`config.mk`:
```
export PLATFORM = sky130hd
export DESIGN_NAME = priority_insert_queue_with_aging_top
export DESIGN_NICKNAME = d
export VERILOG_FILES = /design/src/hdl/piq_pkg.sv /design/src/hdl/piq_cell.sv /design/src/hdl/priority_insert_queue_with_aging_top.sv
export SDC_FILE = /design/constraint.sdc
export NUM_CORES = 2
export LEC_CHECK = 0
export BUFFER_PORTS_ARGS = -buffer_cell sky130_fd_sc_hd__buf_2
export CAP_MARGIN = 20
export CORE_MARGIN = 4
export CORE_UTILIZATION = 35
export CTS_BUF_LIST = sky130_fd_sc_hd__clkbuf_8
export CTS_CLUSTER_DIAMETER = 150
export DETAILED_ROUTE_END_ITERATION = 8
export GPL_TIMING_DRIVEN = 0
export PLACE_DENSITY = 0.58
export SLEW_MARGIN = 5
export SYNTH_ARGS = -nofsm -noshare
export SYNTH_HDL_FRONTEND = slang
export SYNTH_SLANG_ARGS = --single-unit
```
`constraint.sdc`:
```
create_clock -name clk -period 12.75 [get_ports clk]
set_input_delay 1.9125 -clock clk [delete_from_list [all_inputs] [get_ports clk]]
set_output_delay 1.9125 -clock clk [all_outputs]
set_load 0.005 [all_outputs]
```
`src/hdl/piq_pkg.sv`:
```
// Shared types, constants and entry functions for the priority insert queue.
package piq_pkg;

	localparam int QUEUE_DEPTH = 16;
	localparam int LEVEL_BITS  = 16;
	localparam int FIELD_BITS  = 16;
	localparam int DECAY_BITS  = 16;
	localparam int COUNT_BITS  = $clog2(QUEUE_DEPTH + 1);
	localparam int SUB_BITS    = (LEVEL_BITS > DECAY_BITS) ? LEVEL_BITS : DECAY_BITS;

	typedef enum logic [1:0] {
		CMD_INSERT = 2'd0,
		CMD_POP    = 2'd1,
		CMD_DECAY  = 2'd2,
		CMD_NOP    = 2'd3
	} cmd_t;

	typedef struct packed {
		logic [FIELD_BITS-1:0] id;
		logic [FIELD_BITS-1:0] tag;
		logic                  urgent;
		logic [LEVEL_BITS-1:0] level;
	} slot_t;

	typedef struct packed {
		logic ins;
		logic pop;
		logic dec;
	} ctl_t;

	function automatic logic beats(input slot_t a, input slot_t b);
		logic win;
		win = (a.urgent && !b.urgent) || ((a.urgent == b.urgent) && (a.level < b.level));
		return win;
	endfunction

	function automatic slot_t decay_slot(input slot_t s, input logic [DECAY_BITS-1:0] amt);
		slot_t                r;
		logic [SUB_BITS-1:0] lvl;
		logic [SUB_BITS-1:0] sub;
		r   = s;
		lvl = SUB_BITS'(s.level);
		sub = SUB_BITS'(amt);
		if (lvl <= sub) begin
			r.level  = LEVEL_BITS'(1);
			r.urgent = 1'b1;
		end else begin
			r.level = LEVEL_BITS'(lvl - sub);
		end
		return r;
	endfunction

endpackage

```
`src/hdl/piq_cell.sv`:
```
// One queue slot: compares, shifts toward either neighbor, or decays its level.
module piq_cell
	import piq_pkg::*;
(
	input  logic                  clk,
	input  ctl_t                  ctl,
	input  slot_t                 new_slot,
	input  logic [DECAY_BITS-1:0] decay_amt,
	input  logic                  occupied,
	input  logic                  at_tail,
	input  logic                  left_beaten,
	input  slot_t                 left_slot,
	input  slot_t                 right_slot,
	output logic                  beaten,
	output slot_t                 slot
);

	slot_t slot_q;
	logic  beat_here;

	assign beat_here = occupied && beats(new_slot, slot_q);
	assign beaten    = left_beaten || beat_here;
	assign slot      = slot_q;

	always_ff @(posedge clk) begin
		if (ctl.ins) begin
			if (left_beaten) begin
				slot_q <= left_slot;
			end else if (beat_here || at_tail) begin
				slot_q <= new_slot;
			end
		end else if (ctl.pop) begin
			slot_q <= right_slot;
		end else if (ctl.dec) begin
			slot_q <= decay_slot(slot_q, decay_amt);
		end
	end

endmodule

```
`src/hdl/priority_insert_queue_with_aging_top.sv`:
```
// Top level of the priority insert queue: command decode, entry count and the cell row.
// Results are registered: the result of a command shows on the result ports in the cycle after it is taken.
// Throughput: one command per cycle; the cell row handles insert, pop and decay in a single step.
// busy stays low, so a command is taken whenever start is high.
// Reset clears the entry count and sets the decay amount to 1; slot contents are not cleared.
module priority_insert_queue_with_aging_top
	import piq_pkg::*;
(
	input  logic                  clk,
	input  logic                  arst_n,
	input  logic                  start,
	output logic                  busy,
	input  logic [1:0]            cmd,
	input  logic [FIELD_BITS-1:0] entry_id,
	input  logic [FIELD_BITS-1:0] entry_tag,
	input  logic                  entry_urgent,
	input  logic [FIELD_BITS-1:0] entry_level,
	input  logic                  cfg_valid,
	output logic                  cfg_ready,
	input  logic [DECAY_BITS-1:0] cfg_data,
	output logic                  done,
	output logic                  head_valid,
	output logic [FIELD_BITS-1:0] head_id,
	output logic [FIELD_BITS-1:0] head_tag,
	output logic                  head_urgent,
	output logic [FIELD_BITS-1:0] head_level,
	output logic                  dropped,
	output logic [COUNT_BITS-1:0] occupancy
);

	logic [COUNT_BITS-1:0] count_q;
	logic [DECAY_BITS-1:0] decay_q;
	logic                  done_q;
	logic                  head_valid_q;
	logic                  dropped_q;
	logic [COUNT_BITS-1:0] occupancy_q;
	slot_t                 head_q;

	logic                  accept;
	cmd_t                  op;
	logic                  full;
	logic                  empty;
	ctl_t                  ctl;
	slot_t                 new_slot;
	logic [COUNT_BITS-1:0] count_next;

	slot_t slots [QUEUE_DEPTH];
	logic  beat_chain [QUEUE_DEPTH+1];

	assign busy      = 1'b0;
	assign cfg_ready = 1'b1;
	assign accept    = start && !busy;
	assign op        = cmd_t'(cmd);
	assign full      = (count_q == COUNT_BITS'(QUEUE_DEPTH));
	assign empty     = (count_q == '0);

	assign ctl.ins = accept && (op == CMD_INSERT) && !full;
	assign ctl.pop = accept && (op == CMD_POP) && !empty;
	assign ctl.dec = accept && (op == CMD_DECAY);

	assign new_slot.id     = entry_id;
	assign new_slot.tag    = entry_tag;
	assign new_slot.urgent = entry_urgent;
	assign new_slot.level  = LEVEL_BITS'(entry_level);

	always_comb begin
		count_next = count_q;
		if (ctl.ins) begin
			count_next = count_q + COUNT_BITS'(1);
		end else if (ctl.pop) begin
			count_next = count_q - COUNT_BITS'(1);
		end
	end

	assign beat_chain[0] = 1'b0;

	for (genvar i = 0; i < QUEUE_DEPTH; i++) begin : g_cell
		slot_t left_slot;
		slot_t right_slot;
		if (i == 0) begin : g_first
			assign left_slot = new_slot;
		end else begin : g_mid
			assign left_slot = slots[i-1];
		end
		if (i == QUEUE_DEPTH - 1) begin : g_last
			assign right_slot = slots[i];
		end else begin : g_inner
			assign right_slot = slots[i+1];
		end
		piq_cell u_cell (
			.clk         (clk),
			.ctl         (ctl),
			.new_slot    (new_slot),
			.decay_amt   (decay_q),
			.occupied    (COUNT_BITS'(i) < count_q),
			.at_tail     (COUNT_BITS'(i) == count_q),
			.left_beaten (beat_chain[i]),
			.left_slot   (left_slot),
			.right_slot  (right_slot),
			.beaten      (beat_chain[i+1]),
			.slot        (slots[i])
		);
	end

	always_ff @(posedge clk or negedge arst_n) begin
		if (!arst_n) begin
			count_q      <= '0;
			decay_q      <= DECAY_BITS'(1);
			done_q       <= 1'b0;
			head_valid_q <= 1'b0;
			dropped_q    <= 1'b0;
			occupancy_q  <= '0;
		end else begin
			done_q <= accept;
			if (cfg_valid && cfg_ready) begin
				decay_q <= cfg_data;
			end
			if (accept) begin
				count_q      <= count_next;
				occupancy_q  <= count_next;
				head_valid_q <= ctl.pop;
				dropped_q    <= (op == CMD_INSERT) && full;
			end
		end
	end

	always_ff @(posedge clk) begin
		if (accept) begin
			if (ctl.pop) begin
				head_q <= slots[0];
			end else begin
				head_q <= '0;
			end
		end
	end

	assign done        = done_q;
	assign head_valid  = head_valid_q;
	assign head_id     = head_q.id;
	assign head_tag    = head_q.tag;
	assign head_urgent = head_q.urgent;
	assign head_level  = FIELD_BITS'(head_q.level);
	assign dropped     = dropped_q;
	assign occupancy   = occupancy_q;

endmodule

```
Word level (Yosys, flattened, before mapping)
Cells that the tools add are included. W data, S select, Z words.

Add/sub/neg operators: 18. Order comparisons: 48. Equality and inequality tests: 51. Mux-type cells: 113. Reduce and logical (&&, ||, !) cells: 189.

Operators by type and width (number): $mux W49 (63); $mux W17 (16); $le A16 B16 Y1 (16); $lt A16 B16 Y1 (16); $mux W16 (16); $sub A16 B16 Y16 (16); $reduce_and A2 Y1 (32); $logic_and A1 B1 Y1 (54); $reduce_and A3 Y1 (16); $reduce_bool A3 Y1 (16); $logic_or A1 B1 Y1 (46); $ne A3 B1 Y1 const B (15); $eq A4 B5 Y1 const A (8); $lt A4 B5 Y1 const A (8); $eq A3 B5 Y1 const A (4); $lt A3 B5 Y1 const A (4); $logic_not A1 Y1 (18); $eq A1 B1 Y1 (16); $mux W1 (16); $eq A2 B5 Y1 const A (2); $lt A1 B5 Y1 const A (2); $lt A2 B5 Y1 const A (2); $mux W5 (2); $reduce_bool A2 Y1 (4); 10 further kinds (11).

Flip-flop bits (word level): 857. Output and inout bits: 59.

Logic depth before layout (Yosys ltp)
Word-level depth: 20. Gate-level depth with buffers: 16. Gate-level depth less buffers: 13.

Modules after synthesis
Synthesis repeated with hierarchy kept, for this count alone.

Cell total of the unflattened synthesis: 6177. Area, all modules: 66224.8 sq um.

By module, submodules not included: piq_cell (g_cell[2].u_cell ...) (instances 8, cells each 377, area an instance 3986.3 sq um); piq_cell (g_cell[0].u_cell ...) (instances 8, cells each 365, area an instance 3893.7 sq um); priority_insert_queue_with_aging_top (instances 1, cells each 241, area an instance 3184.3 sq um).

Worst setup path before layout
Ideal clock, no wire load.

Kind: input to register. Start point: input entry_level[7]. End point: register g_cell[14].u_cell.slot_q (netlist bit g_cell[14].u_cell.slot[17]) (enable). Arrival: 5.759 ns. Data required time: 12.309 ns. Slack: 6.550 ns. Stages on the path: 13. Path buffers: 3. Cells stage by stage: ha_1 and3_1 a221o_1 nand2_1 o2111ai_1 and4_1 buf_2 and3_1 buf_2 nand4_1 clkbuf_1 nor2_1 a31oi_1.

Word-level cells in the longest chain between the ends: 19. Elaborated cells on any way between the ends: 76.

Ends and longest elaborated chain: start: declaration (line priority_insert_queue_with_aging_top.sv:17) `input logic [FIELD_BITS-1:0] entry_level,`; $lt A16 B16 Y1 (line piq_pkg.sv:33) `win = (a.urgent && !b.urgent) || ((a.urgent == b.urgent) && (a.level < b.level));`; $logic_and A1 B1 Y1 (line piq_pkg.sv:33); $logic_or A1 B1 Y1 (line piq_pkg.sv:33); $logic_and A1 B1 Y1 (line piq_cell.sv:21) `assign beat_here = occupied && beats(new_slot, slot_q);`; $logic_or A1 B1 Y1 (13 in a row) (line piq_cell.sv:22) `assign beaten = left_beaten || beat_here;`; $ne A3 B1 Y1 (no source line) (*); $reduce_and A2 Y1 (no source line) (*); end signal: assignment (line piq_cell.sv:28) `slot_q <= left_slot;`; end signal: assignment (line piq_cell.sv:30) `slot_q <= new_slot;`; end signal: assignment (line piq_cell.sv:33) `slot_q <= right_slot;`; end: declaration (line piq_cell.sv:18) `slot_t slot_q;`.

Mark *: on every way between the ends. The rest lies on a longest branch, timed or not. A chain may end at the register's enable or synchronous reset.

Worst setup path after layout
Start point: input entry_level[10]. End point: register g_cell[13].u_cell.slot_q (netlist bit g_cell[13].u_cell.slot[8]) (enable).

Word-level cells in the longest chain between the ends: 18. Elaborated cells on any way between the ends: 71.

Ends and longest elaborated chain (line): $lt A16 B16 Y1 (piq_pkg.sv:33); $logic_and A1 B1 Y1 (piq_pkg.sv:33); $logic_or A1 B1 Y1 (piq_pkg.sv:33); $logic_and A1 B1 Y1 (piq_cell.sv:21); $logic_or A1 B1 Y1 (12 in a row) (piq_cell.sv:22); $ne A3 B1 Y1 (no source line) (*); $reduce_and A2 Y1 (no source line) (*); end signal: assignment (piq_cell.sv:28); end signal: assignment (piq_cell.sv:30); end signal: assignment (piq_cell.sv:33); end: declaration (piq_cell.sv:18).

Marks and branches as above.

==> flow_summary.yaml <==
status:
  status: "completed"
final_layout:
  fin_util: 0.399
  fin_nets: 7179
  multi_input_area_mm2: 0.0327
  area_growth_pct: 12.7
  final_cell_mix: "edfxtp_1, nand2_1, o21ai_0, mux2i_1, ha_1"
  drive_above_1_share: 0.0776
  layout_commonest_cell: "edfxtp_1"
  seq_area_mm2: 0.0256
  fillers: 17400
critical_path:
  path_class: "input pin to register"
  endpoint_kind: "register"
  arrival_ns: 7.80
  worstPathRequired_ns: 13.40
  path_max_fanout: 20
  worst_r2r_path_depth: 10
  start_kind: "input pin"
sta:
  skew_ns: 0.0665
  finalSetupViolCount: 0
  layout_setup_ws_ns: 5.60
  fin_crit_sh: 0.561
  clock.fmax_ghz: 0.140
  max_slew_margin: 0.156
  rsz0062_at_grt: "false"
  tightest_slew_ns: 1.27
  slew_violations: 0
  tns_ns: 0
  hold_violations: 0
  period_minus_slack_ns: 7.15
clock_network:
  cts.sink_count: 857
  path_clk_slew_ns: 0.07
  cts_buffers: 162
  clock_latency_ns: 0.95
  cts_tree: "built"
  h-tree-depth: 4
  cts-resized-gates: 0
  cts_root_buf: "clkbuf_8"
  post_cts_buffers: 0
  hold_buffers: 0
  clockBufferDepth: 3
global_route:
  first_global_vias: 53200
  grt_use_total: 0.268
  grt_max_degree: 38
  grt_pass1_wl_um: 359000
  antenna_found_initial: 18
  grt-ovfl-total: 0
drt:
  dr.pass1.iters: 6
  vias_per_cell: 5.98
  first_iter_violations: 6111
  ant_nets: 0
  wl_per_cell_um: 27.8
  drc: 0
  vias: 54000
  wl_um: 251000
power:
  powerDensity_mw_per_mm2: 169
  p_leak_uw: 0.0285
  peakVddDrop_mv: 0.100
synth:
  netlist_instances: 6231
  synth-edff-count: 833
  synth_warnings: 0
  async_reset_ff_frac: 0.0280
  ys_seq_elements: 857
  synth_flop_cell: "edfxtp_1"
  ys_types: 78
  syn_avg_cell_area_um2: 9.79
  synth_seq_area_share: 0.420
  syn_area_mm2: 0.0610
  synth_nets: 6835
die:
  initial_utilization: 0.354
  io_pins: 130
  die-area_mm2: 0.181
  rows: 152
  chipWidth_um: 426
  core_mm2: 0.172
  die_height_um: 426
placement:
  dp_slack_ns: 4.77
  place_congestion: 0.983
  port_buffers: 127
  dp_hpwl_um: 190000
min_path:
  min_path_type: "register to register"
  worstHoldPathCells: 2
flow_run:
  drv_cap: 0
-- cell usage after synthesis, drive strengths merged (9+ instances only) --
cell type,number,share of area
edfxtp,833,0.41
nand2,772,0.047
o21ai,700,0.057
mux2i,601,0.099
ha,517,0.11
inv,374,0.023
a21oi,321,0.026
clkbuf,282,0.017
nor2,245,0.015
o221ai,135,0.019
nand3,131,0.011
xnor2,127,0.018
a21o,109,0.013
buf,94,0.0077
nor3,94,0.0079
a22oi,88,0.011
xor2,85,0.012
nand4,60,0.0062
o211ai,49,0.0060
and2,48,0.0049
a211oi,43,0.0053
a31oi,43,0.0044
nand2b,41,0.0042
o21bai,37,0.0046
a22o,33,0.0047
nor2b,33,0.0034
and3,30,0.0031
dfrtp,23,0.0094
a221o,22,0.0036
o21a,22,0.0027
or3,18,0.0018
o311ai,17,0.0024
fa,16,0.0052
and4,15,0.0022
nor4,14,0.0014
o31ai,12,0.0015
o41ai,11,0.0017
a211o,9,0.0013
a221oi,9,0.0013
a311o,9,0.0015
a41oi,9,0.0013
o2111ai,9,0.0013
-- final cells by class --
cell class / instances / share of cell area
antenna: 11 / 0.000400
multi-input combinational: 4624 / 0.476
clock inverter: 126 / 0.0105
timing repair buffer: 180 / 0.0226
inverter: 374 / 0.0205
sequential: 857 / 0.373
clock buffer: 166 / 0.0332
tap: 2310 / 0.0420
buffer: 376 / 0.0224
-- through the flow --
stage | instances | hold slack (ns) | area [um2] | total power (uW)
detailed placement | 8719 | 0.513 | 65700 | 8840
finish | 9024 | 0.518 | 68700 | 11600
floorplan | 6231 | 0.496 | 61000 | 7230
global route | 9017 | 0.539 | 68700 | 12200
global placement | 8668 | 0.504 | 64500 | 8710
CTS | 9011 | 0.529 | 68700 | 11500
-- metal layers --
layer	up-vias	track usage	wire length (um)
met5	-	0	13
met4	2	0.147	15200
met3	597	0.0444	20400
met2	2652	0.421	111000
met1	26700	0.352	104000
li1	24000	-	-
-- worst paths after layout --
| path | from | slack [ns] | endpoint |
|---|---|---|---|
| worst min-delay path | g_cell[15].u_cell.slot[47] | 0.52 | g_cell[14].u_cell.slot[47] |
| min in group asynchronous | arst_n | 1.03 | occupancy[4] |
| max in group asynchronous | arst_n | 11.23 | done |
| worst min register to register | g_cell[15].u_cell.slot[47] | 0.52 | g_cell[14].u_cell.slot[47] |
| worst max-delay path | entry_level[10] | 5.60 | g_cell[13].u_cell.slot[8] |
| worst max register to register | occupancy[0] | 6.10 | g_cell[12].u_cell.slot[21] |
-- kinds of logic (layout without fill, tap and decap cells) --
logic type | Yosys count | in the layout | share of synthesized area
other | 2 | 13 | 0.000123
and+or+nand+nor | 1534 | 1534 | 0.112
AOI/OAI and AO/OA | 1739 | 1739 | 0.179
buffers and inverters | 750 | 1222 | 0.0480
DFF | 857 | 857 | 0.420
adders and majority gates | 533 | 533 | 0.111
xor gates and xnor gates | 212 | 212 | 0.0304
muxes | 604 | 604 | 0.0991
-- report_power, final --
group / leakage [uW] / internal (uW) / switching [uW]
registers: 0.00833 / 3670 / 428
clock network: 0.00173 / 1290 / 1370
logic: 0.0184 / 1830 / 3000
total: 0.0285 / 6790 / 4800
-- state kept, by name, indices dropped and copies added, names as in the netlist --
| name | flops |
|---|---|
| done | 1 |
| head_urgent | 1 |
| head_id | 16 |
| head_level | 16 |
| dropped | 1 |
| g_cell.u_cell.slot | 784 |
| occupancy | 5 |
| head_valid | 1 |
| head_tag | 16 |
| decay_q | 16 |
-- worst max-delay path, cell delays in order --
cell and delay, ns:
buf_2 0.90, ha_1 0.30, nand4_1 0.15, nor3_1 0.33, nand3_1 0.12, a31oi_1 0.51, and4_1 0.27, buf_2 0.22
and3_1 0.20, buf_2 0.24, nand4_1 0.12, clkbuf_1 0.41, buf_2 0.36, a311oi_1 0.98, nor2_1 0.40, buf_4 0.32
No activity file was read; power rests on OpenSTA's default activity.
